File: config.mk
export PLATFORM = sky130hd
export DESIGN_NAME = loop_track_mode_controller
export DESIGN_NICKNAME = d
export VERILOG_FILES = /design/src/hw/rtl/ltm_pkg.sv /design/src/hw/rtl/ltm_step.sv /design/src/hw/rtl/ltm_emit.sv /design/src/hw/rtl/loop_track_mode_controller.sv
export SDC_FILE = /design/constraint.sdc
export NUM_CORES = 1
export LEC_CHECK = 0
export BUFFER_PORTS_ARGS = -buffer_cell sky130_fd_sc_hd__buf_2
export CORE_MARGIN = 4
export CORE_UTILIZATION = 53
export CTS_CLUSTER_DIAMETER = 150
export DETAILED_ROUTE_END_ITERATION = 8
export PLACE_DENSITY = 0.78
export SLEW_MARGIN = 20
export SYNTH_ARGS = -nofsm -noshare
export SYNTH_HDL_FRONTEND = slang
export SYNTH_SLANG_ARGS = --single-unit
File: constraint.sdc
create_clock -name aclk -period 2.9 [get_ports aclk]
set_clock_uncertainty 0.1 [all_clocks]
set_input_delay 0.29 -clock aclk [delete_from_list [all_inputs] [get_ports aclk]]
set_output_delay 0.29 -clock aclk [all_outputs]
set_load 0.01 [all_outputs]
File: src/hw/rtl/ltm_pkg.sv
// Package for the loop track mode controller.
// Holds the mode, command and action codes, the run record and the mode encoder.
// No dependencies.
package ltm_pkg;

    // Most commands that one input item can cause
    localparam int MaxCmds = 5;
    localparam int CntW    = $clog2(MaxCmds + 1);

    // Track modes, one-hot
    typedef enum logic [5:0] {
        M_IDLE = 6'b000001,
        M_REC  = 6'b000010,
        M_PLAY = 6'b000100,
        M_WAIT = 6'b001000,
        M_OVER = 6'b010000,
        M_STOP = 6'b100000
    } mode_t;

    // Mode codes as seen on the result channel
    localparam logic [2:0] CODE_IDLE = 3'd0;
    localparam logic [2:0] CODE_REC  = 3'd1;
    localparam logic [2:0] CODE_PLAY = 3'd2;
    localparam logic [2:0] CODE_WAIT = 3'd3;
    localparam logic [2:0] CODE_OVER = 3'd4;
    localparam logic [2:0] CODE_STOP = 3'd5;

    // Track commands
    typedef enum logic [2:0] {
        CMD_NONE  = 3'd0,
        CMD_CONT  = 3'd1,
        CMD_SREC  = 3'd2,
        CMD_EREC  = 3'd3,
        CMD_SPLAY = 3'd4,
        CMD_EPLAY = 3'd5,
        CMD_ABORT = 3'd6
    } cmd_t;

    // Input actions
    typedef enum logic [1:0] {
        ACT_TICK  = 2'd0,
        ACT_STOP  = 2'd1,
        ACT_START = 2'd2,
        ACT_RESET = 2'd3
    } action_t;

    // Commands of one input item, first command in slot 0
    typedef struct packed {
        cmd_t [MaxCmds-1:0] cmds;
        logic [CntW-1:0]    cnt;
        logic               adv;
        logic [2:0]         mode_code;
    } run_t;

    // Encode a one-hot mode as its result code
    function automatic logic [2:0] mode_code(input mode_t m);
        logic [2:0] code;
        begin
            case (m)
                M_IDLE:  code = CODE_IDLE;
                M_REC:   code = CODE_REC;
                M_PLAY:  code = CODE_PLAY;
                M_WAIT:  code = CODE_WAIT;
                M_OVER:  code = CODE_OVER;
                M_STOP:  code = CODE_STOP;
                default: code = CODE_IDLE;
            endcase
            return code;
        end
    endfunction

endpackage

File: src/hw/rtl/ltm_step.sv
// Mode state and transition logic: turns one registered input item into its command run.
// Depends on ltm_pkg.
module ltm_step
    import ltm_pkg::*;
(
    input  logic       aclk,
    input  logic       aresetn,
    input  logic       load,
    input  action_t    action,
    input  logic       button_fell,
    input  logic       loop_boundary,
    input  logic       record_enable,
    input  logic [1:0] first_take_phase,
    output run_t       run
);

    mode_t mode_reg, mode_next;
    mode_t saved_reg, saved_next;
    logic  pend_reg, pend_next;

    // Commit the step when its run is loaded
    always_ff @(posedge aclk) begin
        if (!aresetn) begin
            mode_reg  <= M_IDLE;
            saved_reg <= M_IDLE;
            pend_reg  <= 1'b0;
        end else if (load) begin
            mode_reg  <= mode_next;
            saved_reg <= saved_next;
            pend_reg  <= pend_next;
        end
    end

    // Build the command list and next state
    always_comb begin
        cmd_t [MaxCmds-1:0] cmds;
        logic [CntW-1:0]    n;
        logic               adv;
        logic               ph_none;
        logic               ph_rec;
        mode_t              halt_mode;
        logic               halt;

        cmds       = {MaxCmds{CMD_NONE}};
        n          = '0;
        adv        = 1'b0;
        ph_none    = (first_take_phase == 2'd0);
        ph_rec     = (first_take_phase == 2'd1);
        mode_next  = mode_reg;
        saved_next = saved_reg;
        pend_next  = pend_reg;
        halt       = 1'b0;
        halt_mode  = mode_reg;

        case (action)
            ACT_TICK: begin
                pend_next = pend_reg | button_fell;
                // ongoing command of the mode
                if (mode_reg == M_REC || mode_reg == M_OVER) begin
                    cmds[n] = CMD_CONT; n = n + 1'b1;
                end else if (mode_reg == M_PLAY && loop_boundary) begin
                    cmds[n] = CMD_EPLAY; n = n + 1'b1;
                    cmds[n] = CMD_SPLAY; n = n + 1'b1;
                end
                // transition rules
                case (mode_reg)
                    M_IDLE: begin
                        if (pend_next && (ph_none || (record_enable && loop_boundary))) begin
                            cmds[n] = CMD_SREC; n = n + 1'b1;
                            adv       = ph_none;
                            mode_next = M_REC;
                            pend_next = 1'b0;
                        end
                    end
                    M_REC: begin
                        if (pend_next && ph_rec) begin
                            cmds[n] = CMD_EREC; n = n + 1'b1;
                            cmds[n] = CMD_SPLAY; n = n + 1'b1;
                            adv       = 1'b1;
                            mode_next = M_PLAY;
                            pend_next = 1'b0;
                        end else if (loop_boundary) begin
                            cmds[n] = CMD_EREC; n = n + 1'b1;
                            cmds[n] = CMD_SPLAY; n = n + 1'b1;
                            mode_next = M_PLAY;
                        end
                    end
                    M_PLAY: begin
                        if (pend_next && loop_boundary) begin
                            cmds[n] = CMD_EPLAY; n = n + 1'b1;
                            if (record_enable) begin
                                cmds[n] = CMD_SPLAY; n = n + 1'b1;
                                cmds[n] = CMD_SREC; n = n + 1'b1;
                                mode_next = M_OVER;
                            end else begin
                                mode_next = M_WAIT;
                            end
                            pend_next = 1'b0;
                        end
                    end
                    M_WAIT: begin
                        if (pend_next && loop_boundary) begin
                            cmds[n] = CMD_SPLAY; n = n + 1'b1;
                            if (record_enable) begin
                                cmds[n] = CMD_SREC; n = n + 1'b1;
                                mode_next = M_OVER;
                            end else begin
                                mode_next = M_PLAY;
                            end
                            pend_next = 1'b0;
                        end
                    end
                    M_OVER: begin
                        if (loop_boundary) begin
                            cmds[n] = CMD_EREC; n = n + 1'b1;
                            cmds[n] = CMD_SPLAY; n = n + 1'b1;
                            mode_next = M_PLAY;
                        end
                    end
                    default: begin
                    end
                endcase
            end
            ACT_STOP: begin
                saved_next = mode_reg;
                halt       = 1'b1;
                mode_next  = M_STOP;
            end
            ACT_START: begin
                if (saved_reg == M_PLAY || saved_reg == M_OVER) begin
                    cmds[n] = CMD_SPLAY; n = n + 1'b1;
                    mode_next = M_PLAY;
                end else if (saved_reg == M_WAIT) begin
                    mode_next = M_WAIT;
                end else begin
                    mode_next = M_IDLE;
                end
            end
            default: begin
                halt      = 1'b1;
                mode_next = M_IDLE;
            end
        endcase

        // drop whatever the mode was doing
        if (halt) begin
            if (halt_mode == M_REC) begin
                cmds[n] = CMD_ABORT; n = n + 1'b1;
            end else if (halt_mode == M_PLAY) begin
                cmds[n] = CMD_EPLAY; n = n + 1'b1;
            end else if (halt_mode == M_OVER) begin
                cmds[n] = CMD_EPLAY; n = n + 1'b1;
                cmds[n] = CMD_ABORT; n = n + 1'b1;
            end
        end

        // an item with no command still gives one result
        if (n == '0) begin
            n = CntW'(1);
        end

        run.cmds      = cmds;
        run.cnt       = n;
        run.adv       = adv;
        run.mode_code = mode_code(mode_next);
    end

endmodule

File: src/hw/rtl/ltm_emit.sv
// Result register: holds one command run and shifts it out one item per cycle while m_tready is high.
// Depends on ltm_pkg.
module ltm_emit
    import ltm_pkg::*;
(
    input  logic       aclk,
    input  logic       aresetn,
    input  logic       load,
    input  run_t       run,
    output logic       can_load,
    output logic       m_tvalid,
    input  logic       m_tready,
    output logic [7:0] m_tdata,
    output logic       m_tlast
);

    cmd_t [MaxCmds-1:0] cmds_reg;
    logic [CntW-1:0]    cnt_reg;
    logic               adv_reg;
    logic [2:0]         code_reg;
    logic               take;
    logic               last;

    assign take     = m_tvalid && m_tready;
    assign last     = (cnt_reg == CntW'(1));
    assign can_load = (cnt_reg == '0) || (take && last);

    // Count of items left in the run
    always_ff @(posedge aclk) begin
        if (!aresetn) begin
            cnt_reg <= '0;
        end else if (load) begin
            cnt_reg <= run.cnt;
        end else if (take) begin
            cnt_reg <= cnt_reg - 1'b1;
        end
    end

    // Load a new run or advance to the next command
    always_ff @(posedge aclk) begin
        if (load) begin
            cmds_reg <= run.cmds;
            adv_reg  <= run.adv;
            code_reg <= run.mode_code;
        end else if (take) begin
            cmds_reg <= {CMD_NONE, cmds_reg[MaxCmds-1:1]};
        end
    end

    assign m_tvalid = (cnt_reg != '0);
    assign m_tlast  = last;
    assign m_tdata  = {1'b0, code_reg, adv_reg & last, cmds_reg[0]};

endmodule

File: src/hw/rtl/loop_track_mode_controller.sv
// Top level of the loop track mode controller: input register, step logic, result register.
// Depends on ltm_pkg, ltm_step and ltm_emit.
//
//   channel | dir | payload
//   s_      | in  | tuser: action; tdata: button_fell, loop_boundary, record_enable,
//           |     |        first_take_phase
//   m_      | out | tdata: command, advance_phase, mode_now; tlast: last
//
// An item causes one to five commands. The result register sends one command per
// cycle while m_tready is high. Items with a single result flow at one per cycle
// while m_tready is high. One input item waits in the input register while a run drains.
// Reset (aresetn low at a clock edge) returns the mode and the saved mode to idle,
// clears the pending press and drops any item or run in flight.
// Stalls on m_tready hold the run; s_tready falls once the input register is full.
module loop_track_mode_controller
    import ltm_pkg::*;
(
    input  logic       aclk,
    input  logic       aresetn,
    input  logic       s_tvalid,
    output logic       s_tready,
    // [1:0] action
    input  logic [1:0] s_tuser,
    // [0] button_fell, [1] loop_boundary, [2] record_enable,
    // [4:3] first_take_phase, [7:5] zero
    input  logic [7:0] s_tdata,
    output logic       m_tvalid,
    input  logic       m_tready,
    // [2:0] command, [3] advance_phase, [6:4] mode_now, [7] zero
    output logic [7:0] m_tdata,
    output logic       m_tlast
);

    logic       in_vld_reg;
    logic [6:0] in_data_reg;
    logic       can_load;
    logic       load;
    run_t       run;

    assign load     = in_vld_reg && can_load;
    assign s_tready = !in_vld_reg || load;

    // Hold the input item until its run is loaded
    always_ff @(posedge aclk) begin
        if (!aresetn) begin
            in_vld_reg <= 1'b0;
        end else if (s_tready) begin
            in_vld_reg <= s_tvalid;
        end
    end

    always_ff @(posedge aclk) begin
        if (s_tready && s_tvalid) begin
            in_data_reg <= {s_tdata[4:0], s_tuser};
        end
    end

    ltm_step u_step (
        .aclk             (aclk),
        .aresetn          (aresetn),
        .load             (load),
        .action           (action_t'(in_data_reg[1:0])),
        .button_fell      (in_data_reg[2]),
        .loop_boundary    (in_data_reg[3]),
        .record_enable    (in_data_reg[4]),
        .first_take_phase (in_data_reg[6:5]),
        .run              (run)
    );

    ltm_emit u_emit (
        .aclk     (aclk),
        .aresetn  (aresetn),
        .load     (load),
        .run      (run),
        .can_load (can_load),
        .m_tvalid (m_tvalid),
        .m_tready (m_tready),
        .m_tdata  (m_tdata),
        .m_tlast  (m_tlast)
    );

endmodule
==> results.sh, run 1 <==
export IMPL_num_vias=2402
export IMPL_synth_area_top_cells="edfxtp_1 (29%), dfxtp_1 (13%), nand2_1 (5.4%)"
export IMPL_holdPathStages=1
export IMPL_leakagePower_nw=1.34
export IMPL_die_h_microns=78.7
export IMPL_top_level_ports=25
export IMPL_finalHoldViolCount=0
export IMPL_place_area_sq_um=3130
export IMPL_synth_ff_type="edfxtp_1"
export IMPL_synth_commonest_cells="nand2_1 (38), edfxtp_1 (26), nor2_1 (20), dfxtp_1 (17), o21ai_0 (15)"
export IMPL_cts_made_buffers=5
export IMPL_hpwl_microns=5020
export IMPL_p_int_mw=1.51
export IMPL_ctsHtreeMaxLevel=2
export IMPL_power_switching_mw=0.894
export IMPL_clkPwrFrac=0.152
export IMPL_grt_pass1_wl_microns=10800
export IMPL_fin_cells=415
export IMPL_outcome="finished, final reports clean"
export IMPL_start_kind="flip-flop"
export IMPL_yosys_warnings=0
export IMPL_grt_start_max_net_pins=21
export IMPL_synth_cell_types=67
export IMPL_power_density_nw_per_um2=735
export IMPL_largest_register_ff_count=12
export IMPL_r2r_end="u_emit.cnt_reg[0]"
export IMPL_seqPwrFrac=0.398
export IMPL_end_kind="flip-flop"
export IMPL_worst_pin_slew_ps=731
export IMPL_cts_reportedPaths_clkPinSlew_ps=80
export IMPL_post_route_worst_setup_slack_ps=78.7
export IMPL_gp_congestion=0.903
export IMPL_hold_ws_ps=60.7
export IMPL_p_sw_frac=0.372
export IMPL_timing_rr_start="u_step.mode_reg[2]"
export IMPL_wirelength_microns=6630
export IMPL_grt_pass1_vias=2290
export IMPL_synth_most_common_cell="nand2_1"
export IMPL_path_class="reg2reg"
export IMPL_cts_tree="done"
export IMPL_fin_crit_ps=2820
export IMPL_yosysTopAreaCell="edfxtp_1"
export IMPL_drtAntennaViolNets=0
export IMPL_critical_path_max_stage_delay_ps=530
export IMPL_ys_seq_area_frac=0.423
export IMPL_dieArea_sq_um=6190
export IMPL_async_flop_share=0
export IMPL_fp_dieW_microns=78.7
export IMPL_cts_root_buf="clkbuf_8"
export IMPL_pre_cts_ws_ps=-14.2
export IMPL_drc=0
export IMPL_rsz0062_at_grt="true"
export IMPL_nets=367
export IMPL_start_util=0.553
export IMPL_critPathMaxFanout=6
export IMPL_worstPathArrival_ps=2910
export IMPL_drive_above_1_share=0.307
export IMPL_cts_sinks=43
export IMPL_core_area_sq_um=4790
export IMPL_drtIter0Drc=230
export IMPL_setup_viol=0
export IMPL_hp_start="s_tuser[1]"
export IMPL_rows=25
export IMPL_cp_startpoint="u_step.mode_reg[2]"
export IMPL_grt_remaining_overflow=0
export IMPL_rr_worst_depth=11
export IMPL_clk_latency_ps=300
export IMPL_crit_chain="nor2b_1 -> and2_2 -> o41a_1 -> a21boi_2 -> ha_1 -> nand4_1 -> a21oi_1 -> a311oi_1 -> o22ai_1 -> nor2_1 -> o31a_1"
export IMPL_dr_pass1_iters=4
export IMPL_wl_per_cell_microns=16.0
export IMPL_slowest_stage="dfxtp_1"
export IMPL_design_area_sq_um=3270
export IMPL_track_usage=0.223
export IMPL_ff2ff_setup_slack_ps=80
export IMPL_synthCells=283
export IMPL_hp_class="in2reg"
export IMPL_clockBufferDepth=2
export IMPL_antenna_found_initial=0
export IMPL_fmax_ghz=0.354
export IMPL_n_antenna_cell=0
export IMPL_post_route_period_util=0.973
export IMPL_slew_headroom=0.510
export IMPL_vias_per_cell=5.79
export IMPL_io_buffers=20
export IMPL_crit_required_ps=2990
export IMPL_synth_area_per_cell_sq_um=9.36
export IMPL_drv_cap=0
export IMPL_comb_power_share=0.450
export IMPL_min_to="in_data_reg[1]"
export IMPL_synth_enable_flop_cells=26
export IMPL_dp_cells=406
export IMPL_slew_viol_final=0
export IMPL_cts_hold_buf=0
export IMPL_peakVddDrop_mv=0.537
export IMPL_synth_top_area_frac=0.295
export IMPL_syn_to_final_growth_pct=23.5
export IMPL_synthesis_area_sq_um=2650
export IMPL_ys_ff_latch=43
logic make-up after synthesis:
group	share of synthesized area
adder cells (fa/ha/maj)	0.0284
buffers and inverters	0.0586
AO/OA/AOI/OAI	0.182
multiplexers	0.0350
AND/OR/NAND/NOR	0.251
flip-flops	0.423
XOR/XNOR	0.0198
other	0.00142
power groups by stage:
stage / Combinational [mW] / Clock (mW) / Sequential [mW]
2_1_floorplan: 0.715 / 0 / 0.930
3_3_place_gp: 1.03 / 0 / 0.953
3_5_place_dp: 1.05 / 0 / 0.963
4_1_cts: 1.05 / 0.373 / 0.949
5_1_grt: 1.20 / 0.390 / 0.971
6_report: 1.08 / 0.366 / 0.956
critical path, delay by kind of cell, from the launching register on:
kind / cells / cell delay, ps
compound gates: 6 / 1320
simple gates: 4 / 550
flops: 1 / 530
fa+ha+maj: 1 / 190
layout by cell type, fill, tap and decap left out, drive strengths merged, types with 3 or more instances in the layout:
| cell type | instances |
|---|---|
| buf | 74 |
| nand2 | 39 |
| edfxtp | 26 |
| nor2 | 21 |
| dfxtp | 17 |
| o21ai | 16 |
| a21oi | 14 |
| nand3 | 11 |
| nor2b | 10 |
| inv | 10 |
| mux2i | 7 |
| nor3 | 6 |
| a21boi | 6 |
| ha | 6 |
| clkbuf | 6 |
| a31oi | 5 |
| nor4 | 5 |
| xnor2 | 4 |
| nand4 | 4 |
| or2 | 4 |
| and2 | 4 |
| and3 | 3 |
| o2bb2ai | 3 |
| o211a | 3 |
| conb | 3 |
| o211ai | 3 |
per-stage QoR:
step                      power, mW  setup TNS (ps)   util
after floorplan                1.64               0      -
after global placement         1.98               0  0.654
after detailed placement       2.01           -29.0  0.654
after CTS                      2.38               0  0.672
after global routing           2.56            -164  0.683
final                          2.40               0  0.683
worst max-delay path by stage:
stage / endpoint / slack, ps / cells after the start
detailed placement: u_emit.cnt_reg[0] / -10 / 14
CTS: u_emit.cnt_reg[0] / 0.6 / 12
finish: u_emit.cnt_reg[0] / 80 / 11
floorplan: u_emit.cnt_reg[0] / 110 / 14
global route: u_emit.cnt_reg[0] / -90 / 13
global placement: u_emit.cnt_reg[0] / 40 / 13
per-layer routing:
metal  GRT usage  wire length, microns  up-vias  share of wire
met3      0.0390                   315       15          0.047
met2       0.374                  3170       73           0.48
li1            -                     -     1155              -
met4      0.0787                   127        0          0.019
met1       0.288                  3020     1159           0.46
met5           0                     0        -              0
timing repair:
action / 4_1_cts / 5_1_grt
buffers inserted: 0 / 1
hold endpoints to repair: 0 / 0
resized for setup: 1 / 14
pin swaps: 0 / 3
setup endpoints to repair: 3 / 8
gates cloned: 0 / 0
layout make-up:
| class | instances | area [sq um] |
|---|---|---|
| inverter | 10 | 37.5 |
| tap | 67 | 83.8 |
| clock inverter | 2 | 7.51 |
| clock buffer | 6 | 72.6 |
| multi-input combinational | 213 | 1420 |
| fill | 392 | 1520 |
| sequential | 43 | 1130 |
| timing repair buffer | 74 | 518 |
No activity file was read; power rests on OpenSTA's default activity.
==> inputs of run 2 (changes only) <==
--- a/config.mk
+++ b/config.mk
@@ -7,11 +7,12 @@
 export LEC_CHECK = 0
 export BUFFER_PORTS_ARGS = -buffer_cell sky130_fd_sc_hd__buf_2
 export CORE_MARGIN = 4
-export CORE_UTILIZATION = 53
+export CORE_UTILIZATION = 54
 export CTS_CLUSTER_DIAMETER = 150
 export DETAILED_ROUTE_END_ITERATION = 8
-export PLACE_DENSITY = 0.78
+export PLACE_DENSITY = 0.79
 export SLEW_MARGIN = 20
 export SYNTH_ARGS = -nofsm -noshare
 export SYNTH_HDL_FRONTEND = slang
+export SYNTH_HIERARCHICAL = 1
 export SYNTH_SLANG_ARGS = --single-unit
==> results.sh, run 2 <==
export IMPL_outcome="complete, but fails checks"
export IMPL_violations="setup timing"
export IMPL_critPathMaxFanout=4
export IMPL_synth_top_area_frac=0.276
export IMPL_nets=360
export IMPL_place_area_sq_um=3240
export IMPL_cts_made_buffers=5
export IMPL_top_level_ports=25
export IMPL_fin_cells=412
export IMPL_end_kind="flip-flop"
export IMPL_pre_cts_ws_ps=-102
export IMPL_path_delay_family="simple AND/OR/NAND/NOR gates"
export IMPL_peakVddDrop_mv=0.504
export IMPL_setup_viol=1
export IMPL_dieArea_sq_um=6450
export IMPL_final_cell_mix="buf_4 (43), nor2_1 (29), edfxtp_1 (26), nand2_1 (22), buf_2 (20)"
export IMPL_synth_area_top_cells="edfxtp_1 (28%), dfxtp_1 (12%), mux2_2 (4.8%)"
export IMPL_num_vias=2426
export IMPL_grt_remaining_overflow=0
export IMPL_fmax_ghz=0.332
export IMPL_ctsHtreeMaxLevel=2
export IMPL_rsz0062_at_grt="true"
export IMPL_cts_sinks=43
export IMPL_vias_per_cell=5.89
export IMPL_synth_area_per_cell_sq_um=9.78
export IMPL_post_route_period_util=1.04
export IMPL_p_total_mw=2.17
export IMPL_drtIter0Drc=242
export IMPL_crit_buf_inv=0
export IMPL_ff2ff_setup_slack_ps=-110
export IMPL_gp_congestion=0.968
export IMPL_synth_most_common_cell="nor2_1"
export IMPL_worstPathArrival_ps=3080
export IMPL_antenna_found_initial=0
export IMPL_leakagePower_nw=1.37
export IMPL_io_buffers=20
export IMPL_slowest_stage="or4_4"
export IMPL_cts_reportedPaths_clkPinSlew_ps=80
export IMPL_syn_to_final_growth_pct=21.5
export IMPL_yosys_warnings=6
export IMPL_synth_ff_type="edfxtp_1"
export IMPL_synthCells=289
export IMPL_synth_enable_flop_cells=26
export IMPL_power_density_nw_per_um2=632
export IMPL_clockBufferDepth=2
export IMPL_crit_required_ps=2970
export IMPL_design_area_sq_um=3430
export IMPL_start_util=0.557
export IMPL_hpwl_microns=4940
export IMPL_clk_latency_ps=300
export IMPL_synth_cell_types=73
export IMPL_n_antenna_cell=0
export IMPL_fp_dieW_microns=80.3
export IMPL_fin_crit_ps=3010
export IMPL_synth_commonest_cells="nor2_1 (29), edfxtp_1 (26), nand2_1 (23), dfxtp_1 (17), mux2_2 (12)"
export IMPL_dp_cells=402
export IMPL_ys_ff_latch=43
export IMPL_start_kind="flip-flop"
export IMPL_rows=26
export IMPL_dr_pass1_iters=4
export IMPL_grt_pass1_vias=2370
export IMPL_core_area_sq_um=5070
export IMPL_post_route_worst_setup_slack_ps=-110
export IMPL_crit_chain="or4_4 -> nor2_4 -> ha_4 -> a2111oi_4 -> o21ai_2 -> ha_4 -> or3_1 -> mux2_4 -> o22ai_2 -> mux2_4"
export IMPL_drive_above_1_share=0.374
export IMPL_async_flop_share=0
export IMPL_grt_start_max_net_pins=24
export IMPL_die_h_microns=80.3
export IMPL_critical_path_max_stage_delay_ps=520
export IMPL_largest_register_ff_count=12
export IMPL_ys_seq_area_frac=0.397
export IMPL_final_common_cell="buf_4"
export IMPL_cts_root_buf="clkbuf_8"
export IMPL_hold_ws_ps=68.5
export IMPL_fin_tns_setup_ps=-110
export IMPL_drc=0
export IMPL_slew_viol_final=0
export IMPL_grt_pass1_wl_microns=11200
export IMPL_synthesis_area_sq_um=2830
export IMPL_cts_tree="done"
export IMPL_finalHoldViolCount=0
export IMPL_wirelength_microns=6740
export IMPL_yosysTopAreaCell="edfxtp_1"
export IMPL_wl_per_cell_microns=16.3
export IMPL_path_class="reg2reg"
export IMPL_track_usage=0.224
export IMPL_drv_cap=0
export IMPL_hp_class="in2reg"
export IMPL_utilization=0.677
export IMPL_drtAntennaViolNets=0
export IMPL_cts_hold_buf=0
export IMPL_worst_pin_slew_ps=546
export IMPL_slew_headroom=0.636
## run 2: cell families (layout without fill, tap and decap cells)
| family | after synthesis | count (layout) | synth area share |
|---|---|---|---|
| other | 2 | 5 | 0.00266 |
| AOI/OAI and AO/OA | 61 | 61 | 0.171 |
| muxes | 22 | 22 | 0.0837 |
| and+or+nand+nor | 116 | 116 | 0.236 |
| adders and majority gates | 5 | 5 | 0.0221 |
| xor gates and xnor gates | 7 | 7 | 0.0217 |
| DFF | 43 | 43 | 0.397 |
| buffers and inverters | 33 | 83 | 0.0651 |
## run 2: worst paths after layout
kind	startpoint	endpoint	cells past startpoint
worst max-delay path	u_step/mode_reg[3]	u_emit/cmds_reg[5]	10
worst min-delay path	s_tuser[1]	in_data_reg[1]	1
worst max register to register	u_step/mode_reg[3]	u_emit/cmds_reg[5]	10
worst min register to register	in_vld_reg	in_vld_reg	2
## run 2: routing by layer
| layer | vias to the layer above | GRT usage | part of all wire | wire [microns] |
|---|---|---|---|---|
| met3 | 21 | 0.0381 | 0.068 | 457 |
| li1 | 1150 | - | - | - |
| met1 | 1156 | 0.282 | 0.42 | 2830 |
| met2 | 99 | 0.387 | 0.48 | 3270 |
| met5 | - | 0 | 0 | 0 |
| met4 | 0 | 0.0760 | 0.027 | 182 |
## run 2: cell type report
class / count / area, sq um
clock inverters: 2 / 37.5
flip-flops and latches: 43 / 1120
repair buffers: 63 / 423
inverters: 12 / 45.0
multi-input cells: 216 / 1620
fillers: 402 / 1640
well taps: 70 / 87.6
clock buffers: 6 / 93.8
## run 2: power breakdown
part | internal, mW | switching (mW) | leakage [nW]
Combinational | 0.353 | 0.434 | 0.918
Clock | 0.309 | 0.209 | 0.0626
Sequential | 0.821 | 0.0466 | 0.391
Total | 1.48 | 0.689 | 1.37
## run 2: timing repair
action	in CTS	in global routing
hold endpoints to repair	0	0
setup endpoints to repair	2	6
gates resized for setup	1	11
pin swaps	3	1
setup buffers	1	1
==> inputs of run 3 (changes only) <==
--- a/config.mk
+++ b/config.mk
@@ -10,6 +10,7 @@
 export CORE_UTILIZATION = 54
 export CTS_CLUSTER_DIAMETER = 150
 export DETAILED_ROUTE_END_ITERATION = 8
+export HOLD_SLACK_MARGIN = 0.15
 export PLACE_DENSITY = 0.79
 export SLEW_MARGIN = 20
 export SYNTH_ARGS = -nofsm -noshare
==> results.sh, run 3 (synthesized netlist as in run 2, its figures left out) <==
export IMPL_critPathMaxFanout=4
export IMPL_p_int_mw=1.49
export IMPL_start_util=0.557
export IMPL_grt_pass1_wl_microns=11900
export IMPL_timing_rr_start="u_step/mode_reg[3]"
export IMPL_holdPathStages=3
export IMPL_top_level_ports=25
export IMPL_hp_start="m_tready"
export IMPL_final_seq_area_sq_um=1120
export IMPL_r2r_end="u_emit/cmds_reg[5]"
export IMPL_clkPwrFrac=0.239
export IMPL_dieArea_sq_um=6450
export IMPL_gp_congestion=0.968
export IMPL_cp_startpoint="u_step/mode_reg[3]"
export IMPL_n_antenna_cell=0
export IMPL_min_to="u_emit/cnt_reg[0]"
export IMPL_end_kind="flip-flop"
export IMPL_critical_path_max_stage_delay_ps=520
export IMPL_dr_pass1_iters=4
export IMPL_seqPwrFrac=0.395
export IMPL_drtAntennaViolNets=0
export IMPL_syn_to_final_growth_pct=24.7
export IMPL_cts_root_buf="clkbuf_8"
export IMPL_setup_viol=1
export IMPL_crit_chain="or4_4 -> nor2_4 -> ha_4 -> a2111oi_4 -> o21ai_2 -> ha_4 -> or3_1 -> mux2_4 -> o22ai_2 -> mux2_4"
export IMPL_multiInputGateArea_sq_um=1620
export IMPL_leakagePower_nw=1.41
export IMPL_cts_made_buffers=5
export IMPL_slew_viol_final=0
export IMPL_rr_worst_depth=10
export IMPL_cts_tree="done"
export IMPL_grt_remaining_overflow=0
export IMPL_vias_per_cell=5.89
export IMPL_ctsHtreeMaxLevel=2
export IMPL_start_kind="flip-flop"
export IMPL_rows=26
export IMPL_slowest_stage="or4_4"
export IMPL_antenna_found_initial=0
export IMPL_worstPathArrival_ps=3070
export IMPL_crit_required_ps=2970
export IMPL_slew_headroom=0.632
export IMPL_nets=369
export IMPL_hold_ws_ps=230
export IMPL_ff2ff_setup_slack_ps=-100
export IMPL_rsz0062_at_grt="true"
export IMPL_num_vias=2479
export IMPL_hpwl_microns=4940
export IMPL_finalHoldViolCount=0
export IMPL_drtIter0Drc=216
export IMPL_drc=0
export IMPL_p_sw_frac=0.323
export IMPL_hp_class="in2reg"
export IMPL_die_h_microns=80.3
export IMPL_post_route_worst_setup_slack_ps=-97.8
export IMPL_worst_pin_slew_ps=553
export IMPL_power_density_nw_per_um2=625
export IMPL_clockBufferDepth=2
export IMPL_wl_per_cell_microns=16.9
export IMPL_io_buffers=20
export IMPL_post_route_period_util=1.03
export IMPL_cts_sinks=43
export IMPL_drive_above_1_share=0.365
export IMPL_core_area_sq_um=5070
export IMPL_power_switching_mw=0.711
export IMPL_comb_power_share=0.367
export IMPL_grt_pass1_vias=2505
export IMPL_fp_dieW_microns=80.3
export IMPL_cts_reportedPaths_clkPinSlew_ps=90
export IMPL_violations="setup timing"
export IMPL_largest_register_ff_count=12
export IMPL_grt_start_max_net_pins=24
export IMPL_peakVddDrop_mv=0.524
export IMPL_wirelength_microns=7120
export IMPL_clk_latency_ps=300
export IMPL_track_usage=0.239
export IMPL_final_common_cell="buf_4"
export IMPL_outcome="complete, but fails checks"
export IMPL_nFillCells=382
export IMPL_path_class="reg2reg"
export IMPL_final_cell_mix="buf_4 (43), nor2_1 (29), edfxtp_1 (26), nand2_1 (22), buf_2 (20)"
export IMPL_pre_cts_ws_ps=-102
export IMPL_drv_cap=0
export IMPL_fin_crit_ps=3000
export IMPL_fmax_ghz=0.334
run 3: changes by cell type in the layout (fill, tap and decap cells not counted):
| cell | previous run | this run |
|---|---|---|
| dlygate4sd3_1 | 0 | 9 |
run 3: area by class of cell:
class,instances,share of cell area
flip-flops and latches,43,0.319
clock buffers,6,0.0266
clock inverters,2,0.0107
multi-input cells,216,0.461
repair buffers,72,0.146
well taps,70,0.0249
inverters,12,0.0128
run 3: stage by stage:
step                utilization  TNS (ps)  cell area, sq um  power (mW)  instances
floorplan                     -      -602              2880        1.45        292
global placement          0.638     -44.4              3240        1.61        402
detailed placement        0.638      -153              3240        1.64        402
CTS                       0.683      -150              3470        2.17        420
global route              0.694      -455              3520        2.31        421
finish                    0.694     -97.8              3520        2.20        421
run 3: how the worst max path moves through the flow:
stage / endpoint / slack, ps
6_report: u_emit/cmds_reg[5] / -100
4_1_cts: u_emit/cmds_reg[5] / -100
5_1_grt: u_emit/cmds_reg[5] / -180
3_3_place_gp: u_emit/cmds_reg[5] / -40
3_5_place_dp: u_emit/cmds_reg[5] / -100
2_1_floorplan: u_emit/cmds_reg[5] / -290
run 3: layer usage:
metal | GRT usage | vias to the layer above | wire (microns)
met5 | 0 | - | 0
met4 | 0.0828 | 0 | 201
met3 | 0.0404 | 23 | 479
met2 | 0.425 | 101 | 3540
met1 | 0.291 | 1191 | 2900
li1 | - | 1164 | -
run 3: power groups by stage:
stage / clock network [mW] / registers (mW) / logic [mW]
2_1_floorplan: 0 / 0.874 / 0.573
3_3_place_gp: 0 / 0.873 / 0.738
3_5_place_dp: 0 / 0.881 / 0.756
4_1_cts: 0.528 / 0.869 / 0.778
5_1_grt: 0.561 / 0.881 / 0.868
6_report: 0.525 / 0.869 / 0.808
run 3: worst max-delay path: cells and delay by family, from the launching register on:
kind | cells | cell delay [ps]
multiplexers | 2 | 440
AND/OR/NAND/NOR | 3 | 1020
flip-flops | 1 | 340
AO/OA/AOI/OAI | 3 | 530
adder cells (fa/ha/maj) | 2 | 460
run 3: repair_timing:
item	CTS	global route
setup endpoints to repair	2	5
hold buffers	9	0
buffers inserted	1	1
endpoints found under the hold margin	10	0
resized for setup	1	11
pin swaps	3	1
gates cloned	0	0
